$ cat config.mk
export PLATFORM = sky130hd
export DESIGN_NAME = mfm_sector_mark_deframer_flat
export DESIGN_NICKNAME = d
export VERILOG_FILES = /design/src/hw/rtl/mfmd_pkg.sv /design/src/hw/rtl/mfmd_if.sv /design/src/hw/rtl/mfmd_front.sv /design/src/hw/rtl/mfmd_queue.sv /design/src/hw/rtl/mfmd_back.sv /design/src/hw/rtl/mfm_sector_mark_deframer.sv /design/src/flat_wrapper.sv
export SDC_FILE = /design/constraint.sdc
export NUM_CORES = 1
export LEC_CHECK = 0
export BUFFER_PORTS_ARGS = -buffer_cell sky130_fd_sc_hd__buf_4
export CAP_MARGIN = 20
export CELL_PAD_IN_SITES_DETAIL_PLACEMENT = 2
export CELL_PAD_IN_SITES_GLOBAL_PLACEMENT = 2
export CORE_ASPECT_RATIO = 1.2
export CORE_MARGIN = 4
export CORE_UTILIZATION = 38
export DETAILED_ROUTE_END_ITERATION = 10
export HOLD_SLACK_MARGIN = 0.15
export PLACE_DENSITY_LB_ADDON = 0.3
export SKIP_LAST_GASP = 1
export SLEW_MARGIN = 20
export SYNTH_ARGS = -nofsm -noshare
export SYNTH_HDL_FRONTEND = slang
export SYNTH_HIERARCHICAL = 1
export SYNTH_SLANG_ARGS = --single-unit
$ cat constraint.sdc
create_clock -name clock -period 5.4 [get_ports clock]
set_clock_uncertainty 0.1 [all_clocks]
set_input_delay 1.08 -clock clock [delete_from_list [all_inputs] [get_ports clock]]
set_output_delay 1.08 -clock clock [all_outputs]
set_load 0.03 [all_outputs]
$ cat src/hw/rtl/mfmd_pkg.sv
// Shared types, constants and CRC helper for the MFM sector mark deframer.
package mfmd_pkg;

   // CSR map
   localparam int CSR_ADDR_W = 4;
   localparam logic [1:0] REG_ID_MARK   = 2'd0;
   localparam logic [1:0] REG_DATA_MARK = 2'd1;
   localparam logic [1:0] REG_CRC_INIT  = 2'd2;

   localparam logic [31:0] ID_MARK_RESET   = 32'h4489_5554;
   localparam logic [31:0] DATA_MARK_RESET = 32'h4489_5545;
   localparam logic [15:0] CRC_INIT_RESET  = 16'hFFFF;

   // CRC-16/CCITT, MSB first
   localparam logic [15:0] CRC_POLY       = 16'h1021;
   localparam logic [7:0]  SYNC_BYTE      = 8'hA1;
   localparam logic [7:0]  ID_MARK_BYTE   = 8'hFE;
   localparam logic [7:0]  DATA_MARK_BYTE = 8'hFB;
   localparam logic [2:0]  PRESET_STEPS   = 3'd4;   // A1 A1 A1 + mark byte

   // Field layout
   localparam logic [10:0] ID_FIELD_BYTES    = 11'd6;
   localparam logic [10:0] CRC_BYTES         = 11'd2;
   localparam logic [10:0] SIZE_CODE_INDEX   = 11'd3;
   localparam int          BASE_SECTOR_BYTES = 128;
   localparam int          MAX_FIELD_BYTES   = 2047;

   // Result kinds
   localparam logic [1:0] KIND_ID     = 2'd0;
   localparam logic [1:0] KIND_DATA   = 2'd1;
   localparam logic [1:0] KIND_ORPHAN = 2'd2;

   // Decoupling queue
   localparam int QUEUE_DEPTH = 4;
   localparam int QUEUE_AW    = 2;

   typedef struct packed {
      logic mfm_bit;
      logic id_match;
      logic data_match;
   } bit_event_type;

   function automatic logic [15:0] crc_byte(input logic [15:0] crc_cur, input logic [7:0] b);
      logic [15:0] c;
      c = crc_cur ^ {b, 8'h00};
      for (int k = 0; k < 8; k++) begin
         if (c[15]) begin
            c = {c[14:0], 1'b0} ^ CRC_POLY;
         end else begin
            c = {c[14:0], 1'b0};
         end
      end
      return c;
   endfunction

endpackage

$ cat src/hw/rtl/mfmd_if.sv
// Valid/ready channel interfaces for the bit input and the byte result.
interface mfmd_req_if;
   logic valid;
   logic ready;
   logic mfm_bit;

   modport source (output valid, output mfm_bit, input ready);
   modport sink   (input valid, input mfm_bit, output ready);
endinterface

interface mfmd_rsp_if;
   logic        valid;
   logic        ready;
   logic [1:0]  field_kind;
   logic [7:0]  byte_value;
   logic [10:0] byte_index;
   logic        last_byte;
   logic        crc_ok;

   modport source (output valid, output field_kind, output byte_value, output byte_index,
                   output last_byte, output crc_ok, input ready);
   modport sink   (input valid, input field_kind, input byte_value, input byte_index,
                   input last_byte, input crc_ok, output ready);
endinterface

$ cat src/hw/rtl/mfmd_front.sv
// Front end: 32-bit bit window and address mark compare.
module mfmd_front (
   input  logic                   clock,
   input  logic                   reset,
   mfmd_req_if.sink               req_bus,
   input  logic [31:0]            id_mark_pattern,
   input  logic [31:0]            data_mark_pattern,
   input  logic                   queue_full,
   output logic                   push,
   output mfmd_pkg::bit_event_type push_event
);
   import mfmd_pkg::*;

   logic [31:0] window_ff;
   logic [31:0] window_in;

   assign req_bus.ready = ~queue_full;
   assign push          = req_bus.valid & ~queue_full;
   assign window_in     = {window_ff[30:0], req_bus.mfm_bit};

   always_comb begin
      push_event.mfm_bit    = req_bus.mfm_bit;
      push_event.id_match   = (window_in == id_mark_pattern);
      push_event.data_match = (window_in == data_mark_pattern);
   end

   always_ff @(posedge clock) begin
      if (reset) begin
         window_ff <= '0;
      end else if (push) begin
         window_ff <= window_in;
      end
   end

endmodule

$ cat src/hw/rtl/mfmd_queue.sv
// Short FIFO of classified bit beats between front and back end.
module mfmd_queue (
   input  logic                    clock,
   input  logic                    reset,
   input  logic                    push,
   input  mfmd_pkg::bit_event_type push_event,
   output logic                    full,
   input  logic                    pop,
   output logic                    pop_valid,
   output mfmd_pkg::bit_event_type pop_event
);
   import mfmd_pkg::*;

   bit_event_type         entry_ff [QUEUE_DEPTH];
   logic [QUEUE_AW-1:0]   wr_ptr_ff;
   logic [QUEUE_AW-1:0]   rd_ptr_ff;
   logic [QUEUE_AW:0]     count_ff;
   logic                  do_pop;

   assign full      = (count_ff == (QUEUE_AW+1)'(QUEUE_DEPTH));
   assign pop_valid = (count_ff != '0);
   assign pop_event = entry_ff[rd_ptr_ff];
   assign do_pop    = pop & pop_valid;

   always_ff @(posedge clock) begin
      if (push) begin
         entry_ff[wr_ptr_ff] <= push_event;
      end
   end

   always_ff @(posedge clock) begin
      if (reset) begin
         wr_ptr_ff <= '0;
         rd_ptr_ff <= '0;
         count_ff  <= '0;
      end else begin
         if (push) begin
            wr_ptr_ff <= wr_ptr_ff + 1'b1;
         end
         if (do_pop) begin
            rd_ptr_ff <= rd_ptr_ff + 1'b1;
         end
         case ({push, do_pop})
            2'b10:   count_ff <= count_ff + 1'b1;
            2'b01:   count_ff <= count_ff - 1'b1;
            default: count_ff <= count_ff;
         endcase
      end
   end

   assert property (@(posedge clock) disable iff (reset)
      count_ff <= (QUEUE_AW+1)'(QUEUE_DEPTH))
      else $error("queue count overflow");

   assert property (@(posedge clock) disable iff (reset)
      pop_valid && !do_pop && !push |=> pop_valid && $stable(pop_event))
      else $error("queue head changed without pop");

   assert property (@(posedge clock) disable iff (reset)
      full |-> !push)
      else $error("push into full queue");

endmodule

$ cat src/hw/rtl/mfmd_back.sv
// Back end: field sequencing, MFM cell decode, CRC check and result register.
module mfmd_back #(
   parameter int MAX_SIZE_CODE = 3
) (
   input  logic                    clock,
   input  logic                    reset,
   input  logic                    q_valid,
   input  mfmd_pkg::bit_event_type q_event,
   output logic                    pop,
   input  logic [15:0]             crc_init,
   mfmd_rsp_if.source              rsp_bus
);
   import mfmd_pkg::*;

   localparam int LEN_W = $clog2(BASE_SECTOR_BYTES) + MAX_SIZE_CODE + 1;

   typedef enum logic [1:0] {MODE_IDLE, MODE_ID, MODE_DATA} mode_type;

   mode_type    mode_ff, mode_in;
   logic [3:0]  phase_ff, phase_in;
   logic [7:0]  shift_ff, shift_in;
   logic [10:0] done_ff, done_in;
   logic [10:0] total_ff, total_in;
   logic [10:0] armed_ff, armed_in;
   logic [15:0] crc_ff, crc_in;
   logic [2:0]  preset_ff, preset_in;

   logic        rsp_valid_ff, rsp_valid_in;
   logic [1:0]  kind_ff, kind_in;
   logic [7:0]  value_ff, value_in;
   logic [10:0] index_ff, index_in;
   logic        last_ff, last_in;
   logic        ok_ff, ok_in;

   logic [7:0]       shift_next;
   logic [15:0]      crc_next;
   logic [7:0]       mark_byte;
   logic             byte_last;
   logic [LEN_W-1:0] len_wide;
   logic             size_ok;

   assign mark_byte = (mode_ff == MODE_DATA) ? DATA_MARK_BYTE : ID_MARK_BYTE;
   assign pop       = q_valid & (~rsp_valid_ff | rsp_bus.ready);

   always_comb begin
      mode_in      = mode_ff;
      phase_in     = phase_ff;
      shift_in     = shift_ff;
      done_in      = done_ff;
      total_in     = total_ff;
      armed_in     = armed_ff;
      crc_in       = crc_ff;
      preset_in    = preset_ff;
      rsp_valid_in = rsp_valid_ff & ~rsp_bus.ready;
      kind_in      = kind_ff;
      value_in     = value_ff;
      index_in     = index_ff;
      last_in      = last_ff;
      ok_in        = ok_ff;

      shift_next = phase_ff[0] ? {shift_ff[6:0], q_event.mfm_bit} : shift_ff;
      crc_next   = crc_byte(crc_ff, shift_next);
      byte_last  = ({1'b0, done_ff} + 12'd1) >= {1'b0, total_ff};
      size_ok    = ({24'd0, shift_next} <= 32'(MAX_SIZE_CODE));
      len_wide   = size_ok ? (LEN_W'(BASE_SECTOR_BYTES) << shift_next[2:0]) : '0;

      // mark preset runs one byte a cycle, done long before the first cell ends
      if (preset_ff != '0) begin
         crc_in    = crc_byte(crc_ff, (preset_ff == 3'd1) ? mark_byte : SYNC_BYTE);
         preset_in = preset_ff - 3'd1;
      end

      if (pop) begin
         if (q_event.id_match) begin
            armed_in  = '0;
            mode_in   = MODE_ID;
            total_in  = ID_FIELD_BYTES;
            done_in   = '0;
            phase_in  = '0;
            shift_in  = '0;
            crc_in    = crc_init;
            preset_in = PRESET_STEPS;
         end else if (q_event.data_match) begin
            if (armed_ff != '0) begin
               mode_in   = MODE_DATA;
               total_in  = armed_ff + CRC_BYTES;
               armed_in  = '0;
               done_in   = '0;
               phase_in  = '0;
               shift_in  = '0;
               crc_in    = crc_init;
               preset_in = PRESET_STEPS;
            end else begin
               // orphan data mark
               mode_in      = MODE_IDLE;
               rsp_valid_in = 1'b1;
               kind_in      = KIND_ORPHAN;
               value_in     = '0;
               index_in     = '0;
               last_in      = 1'b1;
               ok_in        = 1'b0;
            end
         end else if (mode_ff != MODE_IDLE) begin
            if (phase_ff != 4'hF) begin
               phase_in = phase_ff + 4'd1;
               shift_in = shift_next;
            end else begin
               phase_in = '0;
               shift_in = '0;
               crc_in   = crc_next;
               if (mode_ff == MODE_ID && done_ff == SIZE_CODE_INDEX) begin
                  if (size_ok && (32'(len_wide) + 32'(CRC_BYTES) <= 32'(MAX_FIELD_BYTES))) begin
                     armed_in = 11'(len_wide);
                  end else begin
                     armed_in = '0;
                  end
               end
               rsp_valid_in = 1'b1;
               kind_in      = (mode_ff == MODE_ID) ? KIND_ID : KIND_DATA;
               value_in     = shift_next;
               index_in     = done_ff;
               last_in      = byte_last;
               ok_in        = byte_last && (crc_next == '0);
               done_in      = done_ff + 11'd1;
               if (byte_last) begin
                  mode_in = MODE_IDLE;
               end
            end
         end
      end
   end

   always_ff @(posedge clock) begin
      if (reset) begin
         mode_ff      <= MODE_IDLE;
         phase_ff     <= '0;
         shift_ff     <= '0;
         done_ff      <= '0;
         total_ff     <= '0;
         armed_ff     <= '0;
         crc_ff       <= CRC_INIT_RESET;
         preset_ff    <= '0;
         rsp_valid_ff <= 1'b0;
      end else begin
         mode_ff      <= mode_in;
         phase_ff     <= phase_in;
         shift_ff     <= shift_in;
         done_ff      <= done_in;
         total_ff     <= total_in;
         armed_ff     <= armed_in;
         crc_ff       <= crc_in;
         preset_ff    <= preset_in;
         rsp_valid_ff <= rsp_valid_in;
      end
      kind_ff  <= kind_in;
      value_ff <= value_in;
      index_ff <= index_in;
      last_ff  <= last_in;
      ok_ff    <= ok_in;
   end

   assign rsp_bus.valid      = rsp_valid_ff;
   assign rsp_bus.field_kind = kind_ff;
   assign rsp_bus.byte_value = value_ff;
   assign rsp_bus.byte_index = index_ff;
   assign rsp_bus.last_byte  = last_ff;
   assign rsp_bus.crc_ok     = ok_ff;

   assert property (@(posedge clock) disable iff (reset)
      rsp_valid_ff && kind_ff == KIND_ORPHAN |-> last_ff && !ok_ff && index_ff == '0)
      else $error("malformed orphan mark beat");

   assert property (@(posedge clock) disable iff (reset)
      rsp_valid_ff && ok_ff |-> last_ff)
      else $error("crc_ok on non-final byte");

   assert property (@(posedge clock) disable iff (reset)
      preset_ff != '0 |-> phase_ff < 4'd12 && done_ff == '0)
      else $error("CRC preset still running at cell end");

endmodule

$ cat src/hw/rtl/mfm_sector_mark_deframer.sv
// Top level of the MFM sector mark deframer: CSRs and front/queue/back wiring.
//
// Usage:
//   req_bus carries one raw MFM channel bit per beat (valid/ready). The bits
//   shift into a 32-bit window; a match with the ID or data mark pattern
//   starts a field, whose 16-bit cells are decoded into bytes.
//   rsp_bus carries one beat per decoded byte (kind, value, index, last,
//   crc_ok on the last byte) and one beat for a data mark with no armed ID.
//   The APB port holds the two mark patterns and the CRC start value; write
//   it only while the block is idle.
// Throughput: one bit per cycle while rsp_bus.ready takes each result. The
//   back end retires one queued bit per cycle unless a result waits on ready.
// Path: the bit that completes the byte or hits the orphan mark passes
//   through the queue and then the result register, which drives rsp_bus.
// Reset: window, field state and queue clear, nothing is armed, and the
//   registers return to their default patterns and CRC start value.
// Stall: when rsp_bus.ready is low the result register holds; bits keep
//   being taken until the four-entry queue fills, then req_bus.ready drops.
module mfm_sector_mark_deframer #(
   parameter int MAX_SIZE_CODE = 3
) (
   input  logic                            clock,
   input  logic                            reset,
   mfmd_req_if.sink                        req_bus,
   mfmd_rsp_if.source                      rsp_bus,
   input  logic                            psel,
   input  logic                            penable,
   input  logic                            pwrite,
   input  logic [mfmd_pkg::CSR_ADDR_W-1:0] paddr,
   input  logic [31:0]                     pwdata,
   output logic [31:0]                     prdata,
   output logic                            pready
);
   import mfmd_pkg::*;

   // configuration registers
   logic [31:0] id_mark_ff;
   logic [31:0] data_mark_ff;
   logic [15:0] crc_init_ff;
   logic        csr_write;
   logic [1:0]  csr_index;

   // front to queue to back
   logic          push;
   bit_event_type push_event;
   logic          queue_full;
   logic          pop;
   logic          pop_valid;
   bit_event_type pop_event;

   assign pready    = 1'b1;
   assign csr_write = psel & penable & pwrite;
   assign csr_index = paddr[3:2];

   always_ff @(posedge clock) begin
      if (reset) begin
         id_mark_ff   <= ID_MARK_RESET;
         data_mark_ff <= DATA_MARK_RESET;
         crc_init_ff  <= CRC_INIT_RESET;
      end else if (csr_write) begin
         case (csr_index)
            REG_ID_MARK:   id_mark_ff   <= pwdata;
            REG_DATA_MARK: data_mark_ff <= pwdata;
            REG_CRC_INIT:  crc_init_ff  <= pwdata[15:0];
            default:       ;   // unmapped, write ignored
         endcase
      end
   end

   always_comb begin
      case (csr_index)
         REG_ID_MARK:   prdata = id_mark_ff;
         REG_DATA_MARK: prdata = data_mark_ff;
         REG_CRC_INIT:  prdata = {16'd0, crc_init_ff};
         default:       prdata = '0;
      endcase
   end

   // classify each bit against the mark patterns
   mfmd_front u_front (
      .clock             (clock),
      .reset             (reset),
      .req_bus           (req_bus),
      .id_mark_pattern   (id_mark_ff),
      .data_mark_pattern (data_mark_ff),
      .queue_full        (queue_full),
      .push              (push),
      .push_event        (push_event)
   );

   // slack so a stalled result does not stop bit intake at once
   mfmd_queue u_queue (
      .clock      (clock),
      .reset      (reset),
      .push       (push),
      .push_event (push_event),
      .full       (queue_full),
      .pop        (pop),
      .pop_valid  (pop_valid),
      .pop_event  (pop_event)
   );

   // field decode, CRC, result register
   mfmd_back #(
      .MAX_SIZE_CODE (MAX_SIZE_CODE)
   ) u_back (
      .clock    (clock),
      .reset    (reset),
      .q_valid  (pop_valid),
      .q_event  (pop_event),
      .pop      (pop),
      .crc_init (crc_init_ff),
      .rsp_bus  (rsp_bus)
   );

endmodule
$ cat src/flat_wrapper.sv
// flat-port wrapper written by rule: the top's interface ports become plain ports
module mfm_sector_mark_deframer_flat import mfmd_pkg::*;
#(
   parameter int MAX_SIZE_CODE = 3
)
  (clock, reset, psel, penable, pwrite, paddr, pwdata, prdata, pready, req_bus_valid, req_bus_mfm_bit, req_bus_ready, rsp_bus_valid, rsp_bus_field_kind, rsp_bus_byte_value, rsp_bus_byte_index, rsp_bus_last_byte, rsp_bus_crc_ok, rsp_bus_ready);
  mfmd_req_if req_bus_i ();
  mfmd_rsp_if rsp_bus_i ();
  input  logic clock;
  input  logic reset;
  input  logic psel;
  input  logic penable;
  input  logic pwrite;
  input  logic [mfmd_pkg::CSR_ADDR_W-1:0] paddr;
  input  logic [31:0] pwdata;
  output logic [31:0] prdata;
  output logic pready;
  input wire logic [$bits(req_bus_i.valid)-1:0] req_bus_valid;
  input wire logic [$bits(req_bus_i.mfm_bit)-1:0] req_bus_mfm_bit;
  output wire logic [$bits(req_bus_i.ready)-1:0] req_bus_ready;
  output wire logic [$bits(rsp_bus_i.valid)-1:0] rsp_bus_valid;
  output wire logic [$bits(rsp_bus_i.field_kind)-1:0] rsp_bus_field_kind;
  output wire logic [$bits(rsp_bus_i.byte_value)-1:0] rsp_bus_byte_value;
  output wire logic [$bits(rsp_bus_i.byte_index)-1:0] rsp_bus_byte_index;
  output wire logic [$bits(rsp_bus_i.last_byte)-1:0] rsp_bus_last_byte;
  output wire logic [$bits(rsp_bus_i.crc_ok)-1:0] rsp_bus_crc_ok;
  input wire logic [$bits(rsp_bus_i.ready)-1:0] rsp_bus_ready;
  assign req_bus_i.valid = req_bus_valid;
  assign req_bus_i.mfm_bit = req_bus_mfm_bit;
  assign req_bus_ready = req_bus_i.ready;
  assign rsp_bus_valid = rsp_bus_i.valid;
  assign rsp_bus_field_kind = rsp_bus_i.field_kind;
  assign rsp_bus_byte_value = rsp_bus_i.byte_value;
  assign rsp_bus_byte_index = rsp_bus_i.byte_index;
  assign rsp_bus_last_byte = rsp_bus_i.last_byte;
  assign rsp_bus_crc_ok = rsp_bus_i.crc_ok;
  assign rsp_bus_i.ready = rsp_bus_ready;
  mfm_sector_mark_deframer #(.MAX_SIZE_CODE(MAX_SIZE_CODE)) u_core (.clock(clock), .reset(reset), .req_bus(req_bus_i), .rsp_bus(rsp_bus_i), .psel(psel), .penable(penable), .pwrite(pwrite), .paddr(paddr), .pwdata(pwdata), .prdata(prdata), .pready(pready));
endmodule
Yosys cells after proc, flatten, opt, wreduce, memory -nomap -nowiden:

Memory sizes are Yosys's and may differ from the RTL's. A register that Yosys moved wholly into a read port is not among the register bits.
Index checks and enable logic that the tools add are counted.

* ROM bits: 0
* bits in registers: 208
* bits in writable memories: 12
* input bits: 44
* memories: 1
* latch bits: 0
* logic and storage cells: 208

Memory list
* u_core.u_queue.entry_ff: words 4, bits a word 3, read ports 1, clocked after memory_dff 1, write ports 1, line mfmd_queue.sv:14 `bit_event_type entry_ff [QUEUE_DEPTH];`

* div/mod/pow operators: 0
* magnitude comparators: 3
* equal/unequal tests: 16
* $mul: 0
* shift operators: 1
* add/subtract/negate cells: 10
* reduce and logical (&&, ||, !) cells: 25
* mux-type cells: 102
* bitwise gates (word level): 29

Operators by type and width (number)
* 16-bit two-way mux: 14
* 11-bit two-way mux: 19
* 13-bit two-way mux: 16
* 32-bit one-hot mux with 3 select lines: 1
* 8-bit two-way mux: 10
* 32-bit == test: 2
* 3-bit inverter: 16
* 16-bit XOR: 2
* 2-bit two-way mux: 12
* 4-bit two-way mux: 5
* 3-bit two-way mux: 6
* 1-bit two-way mux: 17
* 16-bit logical NOT: 1
* 3-bit nonzero test: 5
* 11-bit by 1-bit adder with 12-bit output (second input constant): 1
* 11-bit by 2-bit adder with 12-bit output (second input constant): 1
* 12-bit by 11-bit greater-or-equal comparator with 1-bit output: 1
* 12-bit by 11-bit <= comparator with 1-bit output (second input constant): 1
* 11-bit by 1-bit adder with 11-bit output (second input constant): 1
* 11-bit by 2-bit adder with 11-bit output (second input constant): 1
* 11-bit by 2-bit == test with 1-bit output (second input constant): 1
* 11-bit nonzero test: 1
* 8-bit by 3-bit << shifter with 11-bit output (first input constant): 1
* 5-bit AND reduction: 2
* 25 further kinds: 49

Logic depth before layout (Yosys ltp):

Gate-level depths: netlist (run 1).

* depth after elaboration: 33
* mapped depth: 13

Modules after synthesis:

The synthesis (run 1) kept the hierarchy.

Modules (own cells, without submodules)
* mfmd_back: times used 1, cells each 501, area each 4558.1 um^2, sequential area each 1791.7 um^2
* mfm_sector_mark_deframer: times used 1, cells each 403, area each 3771.1 um^2, sequential area each 1601.5 um^2
* mfmd_front: times used 1, cells each 223, area each 1764.2 um^2, sequential area each 620.6 um^2
* mfmd_queue: times used 1, cells each 63, area each 900.9 um^2, sequential area each 540.5 um^2

Worst setup path before layout (run 1):

OpenSTA, ideal clock, no wires.

* kind: register -> register
* start point: reg with a tool-made name
* end point: reg u_core.u_back.index_ff[0], in the netlist u_core/u_back/rsp_bus.byte_index[0], enable pin
* library setup time: 441 ps
* arrival: 3232 ps
* setup slack: 1627 ps
* period minus slack after synthesis: 3773 ps
* path buffers: 1
* cell stages (with the launch flop): 5
* cells stage by stage: dfxtp_1 -> mux4_2 -> or3_1 -> clkbuf_1 -> a21boi_0

RTL lines
* end signal: assignment: line mfmd_back.sv:157 `index_ff <= index_in;`
* end: declaration: line mfmd_back.sv:31 `logic [10:0] index_ff, index_in;`

Worst setup path after layout (run 1):

* start point: in paddr[2] (netlist bit)
* end point: out prdata[9]

* cells in the longest elaborated chain, start to end: 2

Ends and longest elaborated chain
* start: declaration: line flat_wrapper.sv:14 `input logic [mfmd_pkg::CSR_ADDR_W-1:0] paddr;`
* 2-bit == test (tied with other cells): line mfm_sector_mark_deframer.sv:71 `case (csr_index)`
* 32-bit one-hot mux with 3 select lines *: line mfm_sector_mark_deframer.sv:71
* end: declaration: line flat_wrapper.sv:16 `output logic [31:0] prdata;`

Mark *: on every way between the ends. The rest lies on a longest branch, timed or not.

==> key figures, run 1 <==
Timing
  – Relative slew margins: 0.3269
  – Fin. Hold Viols: 0
  – Fmax: around 270 MHz
  – Setup-failing EPs final: 0
  – Max Slew Vio Count: 0
  – RSZ-0062 raised after global routing: no
  – WHS: 0.3892 ns
  – Crit path time final: ~3.7 ns
  – Setup TNS: 0 ns
  – Fin crit share: 0.6810
  – Worst-Margin Slew: between 1 and 1.5 ns

Hold path
  – Hold Crit Class: register to register
  – Worst Hold Depth: 2

Worst setup path
  – Critical Path End Type: output port
  – Crit start category: primary input
  – Worst R2R Setup Slack: about 2.0 ns
  – Arrival @ worst endpoint: 2.50 ns
  – R2R depth: 7
  – Worst endpoint required time: 4.22 ns
  – Worst-path fanout max: 38
  – Critical path class: primary input to output port

Finish
  – Share of layout cells above drive strength 1: 0.1421
  – Final Cell Area: 12720 µm²
  – # fillers: around 3100
  – Commonest non-fill, non-tap cell in the layout: dfxtp_1
  – Final cell count without fillers: about 1700
  – Antenna Diode Count: 0
  – Synthesis-to-finish area growth: 15.68%
  – Most frequent cells in the layout: dfxtp_1, nor2_1, mux2i_1
  – Multi-input gate area: around 6000 µm²
  – Register area: about 4600 µm²
  – NumNets Final: ~1300

Clocking
  – Clk Latency, worst-skew pair: between 0.5 and 0.6 ns
  – CTS max path bufs: 3
  – Hold bufs inserted after CTS: 0
  – CTS clock-pin slew for the worst setup and hold paths: roughly 0.060 ns
  – H-tree Lvls: 1
  – CTS tree: done
  – # clock sinks: 210
  – CTS buffer count: 25
  – # resized after CTS: 0
  – Setup Fix Bufs, Post-CTS: 0
  – CTS Root Cell: clkbuf_16

Synth
  – Synth cell types: 70
  – Synth Cell Area: roughly 11000 µm²
  – Flop and latch count out of synthesis: 210
  – Top cell type's share of synthesized area: 0.3187
  – Yosys top cell by area: dfxtp_1
  – Ranking of synthesized cells by area: dfxtp_1, mux2i_1, edfxtp_1
  – Post-synth EDFFs: 35
  – Sequential fraction of the synthesis area: 0.4142
  – Synth Warn #: 6
  – Top FF cell, synth: dfxtp_1
  – Average size of a mapped cell: 9.239 µm²
  – Post-Synthesis Cells: ~1200
  – Post-synth net total: between 1000 and 1500
  – Post-synthesis async set-or-reset flop share: 0

Floorplan
  – Initial Util: 0.3892
  – Die X: between 150 and 200 µm
  – Row Count: 67
  – Die area: roughly 32000 µm²
  – Num ports: between 100 and 150
  – Die height: between 150 and 200 µm
  – Core area: 28250 µm²

Power
  – Sequential Power Share: 0.368
  – Psw: 0.001907 W
  – Pleak: between 5 and 6 nW
  – Sw Share: 0.3646
  – Cell Int Power: ~0.0033 W
  – Clk pwr share: 0.301
  – PD cells: 411.3 nW/µm²
  – Max VDD drop: approximately 0.20 mV
  – Comb pwr share: 0.331

Route
  – DRT iter0 DRCs: between 300 and 400
  – Residual DRC: 0
  – Number of vias per cell: 5.352
  – Vias: ~8800
  – Drt first pass iters: 4
  – Final WL: 35.13 mm
  – Routed Antenna Nets: 0
  – WL per Instance: roughly 21 µm

Place
  – Placed cells: about 1600
  – RD Place Congestion: 0.8661
  – Placed Area: 11970 µm²
  – I/O Buffers: between 90 and 100
  – HPWL Detailed: 25.16 mm

Run
  – MaxCap Viol Count: 0

GRT
  – Initial antenna violation count: 0
  – GRT overflow: 0
  – Gr usage total: 0.2182
  – Vias in the first global route: just under 10000
  – Largest net degree at the start of global routing: 93
  – First-pass GRT wire length: approximately 56 mm

Run status
  – Status: finished, final reports clean
-- synthesized netlist by cell type, types with 3 or more instances --
cell      count
xnor2_2       5
and2_1        6
mux2i_1     126
a22o_1        4
a31oi_1       3
a21oi_1      64
mux4_2        3
buf_2        19
o21ai_0      47
nor2_1      148
xor2_1       88
xnor2_1      26
edfxtp_1     35
nor2b_1      17
or3_1         7
nand2b_1     68
nand4_1      16
o22a_1        4
a221oi_1      6
buf_6         5
buf_4         5
a22oi_1       8
ha_1         16
inv_1        21
o221ai_1      3
a211oi_1      3
nor3_1       12
and3_1        4
mux2_2        6
clkbuf_1     39
nand3_1      11
xnor2_4       5
mux2i_2       3
nor4_1       20
dfxtp_1     175
nand2_1     120
-- kinds of logic after synthesis --
group                      after synthesis  share of synthesized area
DFF                                    210                     0.4142
and+or+nand+nor                        441                     0.1898
other                                    1                  0.0003411
muxes                                  140                     0.1342
buffers and inverters                   93                    0.03915
AOI/OAI and AO/OA                      164                    0.09150
adders and majority gates               17                    0.02003
xor gates and xnor gates               124                     0.1107
-- through the flow --
stage	worst slack (ns)	power, W	util
floorplan	1.627	0.003152	-
global placement	1.734	0.003604	0.4237
detailed placement	1.721	0.003669	0.4237
CTS	1.716	0.005280	0.4502
global route	1.604	0.005494	0.4502
finish	1.722	0.005231	0.4502
-- routing by layer --
metal,global-route usage,vias to the layer above,part of all wire,wire [µm]
met5,0,-,0,0
met3,0.02945,55,0.033,1145
met4,0.06495,0,0.032,1108
met2,0.4137,147,0.53,18610
met1,0.2518,4441,0.41,14270
li1,-,4204,-,-
-- power by group through the flow --
stage	clock, W	combinational [W]	sequential [W]
after global placement	0	0.00166	0.00195
final	0.00157	0.00173	0.00193
after global routing	0.00169	0.00186	0.00194
after detailed placement	0	0.00171	0.00196
after CTS	0.00162	0.00174	0.00193
after floorplan	0	0.00123	0.00192
-- worst max-delay path: stages --
cell	delay, ns
buf_4	0.57
nor2b_1	0.10
buf_4	0.23
nand2_1	0.08
o21ai_0	0.17
buf_4	0.24
-- worst paths after layout --
check | startpoint | to
worst max register to register | u_core/u_back/phase_ff[0] | u_core/u_back/done_ff[4]
worst min register to register | u_core/u_back/total_ff[2] | u_core/u_back/total_ff[2]
worst max-delay path | paddr[2] | prdata[9]
worst min-delay path | u_core/u_back/total_ff[2] | u_core/u_back/total_ff[2]
-- flip-flops by register name, summed over array words and instances (netlist names), named ones only --
register / count
u_core/u_back/shift_ff: 8
u_core/u_back/rsp_bus.field_kind: 2
u_core/id_mark_ff: 32
u_core/u_back/armed_ff: 4
u_core/u_queue/wr_ptr_ff: 2
u_core/u_back/total_ff: 6
u_core/u_queue/count_ff: 3
u_core/u_back/rsp_bus.byte_value: 8
u_core/crc_init_ff: 16
u_core/u_back/mode_ff: 2
u_core/data_mark_ff: 32
u_core/u_back/phase_ff: 4
u_core/u_back/done_ff: 11
u_core/u_back/crc_ff: 16
u_core/u_queue/entry_ff: 12
u_core/u_front/window_ff: 31
u_core/u_back/rsp_bus.crc_ok: 1
u_core/u_back/rsp_bus.last_byte: 1
u_core/u_queue/rd_ptr_ff: 2
u_core/u_back/rsp_bus.byte_index: 11
u_core/u_back/preset_ff: 3
u_core/u_back/rsp_bus.valid: 1
-- layout make-up --
cell class                 count  share of cell area
multi-input combinational    887              0.4741
sequential                   210              0.3581
timing repair buffer         110             0.06522
clock buffer                  41             0.05706
tap                          379             0.03728
inverter                      22            0.006493
clock inverter                 4            0.001771
No activity file was read; power rests on OpenSTA's default activity.
==> run 2, diff against run 1 <==
clock period = 3.4 ns   (was 5.4 ns; I/O delays follow)
==> key figures, run 2 (synthesized netlist as in run 1, its figures left out) <==
Floorplan
  – Row Count: 67
  – Die area: 31730 µm²
  – Die height: approximately 200 µm
  – Core area: about 28000 µm²
  – Initial Util: 0.3892
  – Num ports: ~100
  – Die X: roughly 160 µm

Clocking
  – Setup Fix Bufs, Post-CTS: 0
  – CTS Root Cell: clkbuf_16
  – Hold bufs inserted after CTS: 0
  – # resized after CTS: 0
  – Clk Latency, worst-skew pair: between 0.5 and 0.6 ns
  – CTS tree: done
  – H-tree Lvls: 1
  – CTS buffer count: 24
  – CTS max path bufs: 3
  – CTS clock-pin slew for the worst setup and hold paths: around 0.060 ns
  – # clock sinks: between 200 and 250

GRT
  – Largest net degree at the start of global routing: 110
  – Initial antenna violation count: 0
  – GRT overflow: 0
  – First-pass GRT wire length: roughly 57 mm
  – Vias in the first global route: 10100
  – Gr usage total: 0.2211

Timing
  – Relative slew margins: 0.3837
  – RSZ-0062 raised after global routing: no
  – PnR worst setup slack: roughly 0.38 ns
  – Fmax: 330.8 MHz
  – Setup TNS: 0 ns
  – Fin. Hold Viols: 0
  – Worst-Margin Slew: 0.9245 ns
  – Crit path time final: 3.023 ns
  – Setup-failing EPs final: 0
  – Max Slew Vio Count: 0
  – Fin crit share: 0.8890

Worst setup path
  – Critical path class: register to register
  – Arrival @ worst endpoint: ~3.3 ns
  – Crit start category: register
  – Critical Path End Type: register
  – Worst endpoint required time: ~3.7 ns
  – Worst-path fanout max: 7

Hold path
  – Hold Crit Class: primary input to register

Place
  – Pre-CTS WS: between 0.3 and 0.4 ns
  – I/O Buffers: ~100
  – HPWL Detailed: 25.54 mm
  – RD Place Congestion: about 0.88
  – Placed cells: roughly 1600

Finish
  – Synthesis-to-finish area growth: 17.26%
  – Commonest non-fill, non-tap cell in the layout: dfxtp_1
  – Top flop regs: u_core/data_mark_ff x32, u_core/id_mark_ff x32, u_core/u_front/window_ff x31
  – Share of layout cells above drive strength 1: 0.1550
  – NumNets Final: 1330
  – Antenna Diode Count: 0
  – Final cell count without fillers: between 1500 and 2000
  – Most frequent cells in the layout: dfxtp_1, nor2_1, mux2i_1

Route
  – Number of vias per cell: 5.356
  – Vias: just under 9000
  – WL per Instance: between 20 and 25 µm
  – DRT iter0 DRCs: approximately 370
  – Residual DRC: 0
  – Drt first pass iters: 5
  – Final WL: ~35 mm
  – Routed Antenna Nets: 0

Power
  – Sequential Power Share: 0.359
  – Cell Int Power: 0.005434 W
  – PD cells: approximately 660 nW/µm²
  – Sw Share: 0.3592
  – Comb pwr share: 0.334
  – Max VDD drop: 0.3791 mV
  – Pleak: between 5 and 6 nW
  – Psw: around 0.0030 W
  – Clk pwr share: 0.308

Run
  – MaxCap Viol Count: 0

Run status
  – Status: finished, final reports clean
-- run 2: cell types whose count changed in the layout (fill, tap and decap cells not counted) --
cell	change
clkinv_2	+3
buf_12	+3
clkbuf_1	-10
buf_4	+11
bufinv_16	+2
clkinv_1	+2
clkbuf_8	-1
-- run 2: per-layer routing --
metal  global-route usage  vias to the layer above  wire length, µm
met3              0.02881                       55             1248
li1                     -                     4222                -
met1               0.2576                     4459            14210
met4              0.05966                        0              997
met5                    0                        -                0
met2               0.4200                      171            18650
-- run 2: final timing paths --
path,startpoint,cells after the start,endpoint,slack (ns)
setup / recovery,u_core/u_back/done_ff[2],10,u_core/u_back/mode_ff[0],0.38
hold / removal,pwdata[16],3,u_core/id_mark_ff[16],0.34
setup reg to reg,u_core/u_back/done_ff[2],10,u_core/u_back/mode_ff[0],0.38
hold reg to reg,u_core/u_back/total_ff[2],2,u_core/u_back/total_ff[2],0.38
-- run 2: critical path: stages (launching register included) --
cell and delay, ns:
dfxtp_1 0.43, and2_1 0.26, nand4_1 0.22, nor3_1 0.37
xor2_1 0.23, ha_1 0.28, nand4_1 0.13, a211oi_1 0.06
a311o_1 0.37, o21a_1 0.20, a221oi_1 0.28
-- run 2: power by group through the flow --
stage	clock network [W]	logic [W]	registers [W]
floorplan	0	0.00196	0.00305
global placement	0	0.00271	0.00307
detailed placement	0	0.00280	0.00309
CTS	0.00269	0.00284	0.00304
global route	0.00279	0.00309	0.00307
finish	0.00261	0.00283	0.00304
-- run 2: layout make-up --
cell class	instances	area, µm²
clock buffer	30	674.4
fill	3045	15360
clock inverter	11	105.1
multi-input combinational	887	6030
sequential	210	4554
inverter	22	82.58
tap	379	474.2
timing repair buffer	124	972.2
-- run 2: stage by stage --
| stage | power, W | cell area [µm²] | utilization | hold WS, ns |
|---|---|---|---|---|
| 2_1_floorplan | 0.005005 | 10990 | - | 0.3471 |
| 3_3_place_gp | 0.005788 | 12110 | 0.4288 | 0.3599 |
| 3_5_place_dp | 0.005892 | 12110 | 0.4288 | 0.3739 |
| 4_1_cts | 0.008571 | 12890 | 0.4564 | 0.3112 |
| 5_1_grt | 0.008948 | 12890 | 0.4564 | 0.3246 |
| 6_report | 0.008479 | 12890 | 0.4564 | 0.3366 |
==> run 3, diff against run 2 <==
CORE_UTILIZATION = 36   (was 38)
SYNTH_HIERARCHICAL = not set   (was 1)
==> key figures, run 3 <==
Run status
  – Status: finished, final reports clean

Floorplan
  – Initial Util: 0.3666
  – Die X: about 160 µm
  – Num ports: between 100 and 150
  – Die height: about 190 µm
  – Row Count: 67
  – Core area: between 20000 and 30000 µm²
  – Die area: 31380 µm²

Place
  – HPWL Detailed: 25.06 mm
  – I/O Buffers: approximately 100
  – RD Place Congestion: between 0.8 and 0.9

Route
  – Number of vias per cell: between 5 and 6
  – WL per Instance: 21.17 µm
  – Vias: 8798
  – Residual DRC: 0
  – Routed Antenna Nets: 0
  – Drt first pass iters: 5
  – Final WL: approximately 35 mm
  – DRT iter0 DRCs: 415

Finish
  – Commonest non-fill, non-tap cell in the layout: nand2_1
  – Synthesis-to-finish area growth: 17.90%
  – Antenna Diode Count: 0
  – Share of layout cells above drive strength 1: 0.1524
  – NumNets Final: between 1000 and 1500
  – Top flop regs: u_core.data_mark_ff x32, u_core.id_mark_ff x32, u_core.u_front.window_ff x31
  – # fillers: 3123
  – Most frequent cells in the layout: nand2_1, dfxtp_1, buf_4

Power
  – Comb pwr share: 0.326
  – Sw Share: 0.3601
  – Clk pwr share: 0.305
  – Total power: 0.008302 W
  – Psw: ~0.0030 W
  – Max VDD drop: between 0.3 and 0.4 mV
  – Cell Int Power: around 0.0053 W
  – Pleak: between 4 and 5 nW
  – PD cells: roughly 680 nW/µm²
  – Sequential Power Share: 0.369

Synth
  – Synth Warn #: 0
  – Most common cell in the netlist: nand2_1
  – Flop and latch count out of synthesis: 210
  – Post-synth EDFFs: 35
  – Yosys top cell by area: dfxtp_1
  – Top FF cell, synth: dfxtp_1
  – Synth Cell Area: approximately 10000 µm²
  – Leading cell types by count after synthesis: nand2_1, dfxtp_1, a21oi_1
  – Synth cell types: between 70 and 80
  – Post-Synthesis Cells: approximately 1200
  – Ranking of synthesized cells by area: dfxtp_1, edfxtp_1, nand2_1
  – Average size of a mapped cell: 8.740 µm²
  – Post-synth net total: 1239
  – Sequential fraction of the synthesis area: 0.4423
  – Post-synthesis async set-or-reset flop share: 0
  – Top cell type's share of synthesized area: 0.3403

Worst setup path
  – Crit path from: u_core.u_back.done_ff[1]
  – CP top delay family: compound AO/OA/AOI/OAI gates
  – Critical path class: register to register
  – CP cell instances: ha_1 -> and3_1 -> nand3_1 -> nor2_1 -> xor2_1 -> ha_1 -> a21o_1 -> a21o_1 -> a221oi_1 -> o21a_2 -> o211ai_1 -> a21oi_1
  – Critical Path End Type: register
  – Worst R2R End: u_core.u_back.mode_ff[0]
  – Crit start category: register
  – CP max stage delay: 0.38 ns
  – Worst endpoint required time: around 3.8 ns
  – Arrival @ worst endpoint: 3.38 ns
  – Crit-path slowest cell: dfxtp_2
  – CP endpoint: u_core.u_back.mode_ff[0]
  – Critical Path Stages: 12
  – FF-to-FF Start: u_core.u_back.done_ff[1]
  – Worst-path fanout max: 7
  – R2R depth: 12
  – Worst R2R Setup Slack: ~0.36 ns
  – Worst path bufs/invs: 0

Clocking
  – CTS tree: done
  – Hold bufs inserted after CTS: 0
  – H-tree Lvls: 1
  – # clock sinks: 210
  – CTS clock-pin slew for the worst setup and hold paths: ~0.06 ns
  – CTS buffer count: 24
  – Clk Latency, worst-skew pair: roughly 0.53 ns
  – CTS Root Cell: clkbuf_16
  – CTS max path bufs: 3

Timing
  – Relative slew margins: 0.3719
  – Fin crit share: 0.8933
  – Fin. Hold Viols: 0
  – Worst-Margin Slew: 0.9184 ns
  – Max Slew Vio Count: 0
  – Crit path time final: between 3 and 4 ns
  – Setup-failing EPs final: 0
  – Setup TNS: 0 ns
  – Fmax: ~330 MHz
  – RSZ-0062 raised after global routing: no

Hold path
  – Worst Hold Depth: 3
  – Hold Crit Class: primary input to register

GRT
  – Largest net degree at the start of global routing: 75
  – Vias in the first global route: around 9600
  – Gr usage total: 0.2192
  – GRT overflow: 0
  – Initial antenna violation count: 0
  – First-pass GRT wire length: 55.34 mm

Run
  – MaxCap Viol Count: 0
[run 3: cell types whose count changed after synthesis, moves of 8 or more]
cell | before | now
a21oi_1 | 64 | 99
nand2_1 | 120 | 247
buf_1 | 2 | 10
mux2i_1 | 126 | 58
clkbuf_1 | 39 | 58
nand3_1 | 11 | 33
o21ai_0 | 47 | 33
nand2b_1 | 68 | 4
buf_2 | 19 | 4
a22o_1 | 4 | 15
nor2_1 | 148 | 77
[run 3: per-layer routing]
layer  GRT usage  up-vias  wire length, µm
li1            -     4164                -
met3     0.02405       56             1113
met5           0        -                0
met2      0.4088      147            18460
met1      0.2602     4431            14130
met4     0.06988        0             1121
[run 3: area by class of cell]
class | count | area (µm²) | share of cell area
timing repair buffer | 124 | 930.9 | 0.07669
inverter | 19 | 71.32 | 0.005875
clock inverter | 4 | 20.02 | 0.001649
clock buffer | 39 | 738.2 | 0.06081
multi-input combinational | 870 | 5349 | 0.4406
sequential | 210 | 4556 | 0.3753
tap | 379 | 474.2 | 0.03906
[run 3: how the worst min path moves through the flow]
stage	from	end
global route	pwdata[23]	u_core.id_mark_ff[23]
global placement	u_core.u_back.total_ff[2]	u_core.u_back.total_ff[2]
floorplan	u_core.u_back.total_ff[2]	u_core.u_back.total_ff[2]
finish	pwdata[23]	u_core.id_mark_ff[23]
CTS	pwdata[23]	u_core.id_mark_ff[23]
detailed placement	u_core.u_back.total_ff[2]	u_core.u_back.total_ff[2]
[run 3: worst min-delay path, cell delays in order]
cell and delay, ns:
buf_4 0.08, nand2_1 0.04, nand3_1 0.06
[run 3: power by group through the flow]
stage,clock [W],sequential (W),combinational [W]
2_1_floorplan,0,0.00313,0.00184
3_3_place_gp,0,0.00310,0.00258
4_1_cts,0.00260,0.00307,0.00273
5_1_grt,0.00271,0.00310,0.00297
3_5_place_dp,0,0.00312,0.00268
6_report,0.00253,0.00306,0.00271
[run 3: metrics by stage]
step | instances | hold slack, ns | worst slack [ns] | utilization | area [µm²]
finish | 1645 | 0.2726 | 0.3629 | 0.4323 | 12140
global route | 1645 | 0.2707 | 0.05075 | 0.4323 | 12140
CTS | 1645 | 0.2615 | 0.1450 | 0.4322 | 12140
detailed placement | 1602 | 0.3678 | 0.1746 | 0.4052 | 11380
global placement | 1602 | 0.3553 | 0.2811 | 0.4051 | 11380
floorplan | 1178 | 0.3363 | 0.3522 | - | 10300
[run 3: cell families after synthesis]
kind of cell / share of synthesized area
AO/OA/AOI/OAI: 0.1250
XOR/XNOR: 0.1096
adder cells (fa/ha/maj): 0.02139
buffers and inverters: 0.03949
flip-flops: 0.4423
multiplexers: 0.06878
other: 0.0003642
AND/OR/NAND/NOR: 0.1930
[run 3: timing repair]
action / 4_1_cts / 5_1_grt
resized for setup: 0 / 2
buffers inserted: 0 / 0
endpoints found under the setup margin: 0 / 3
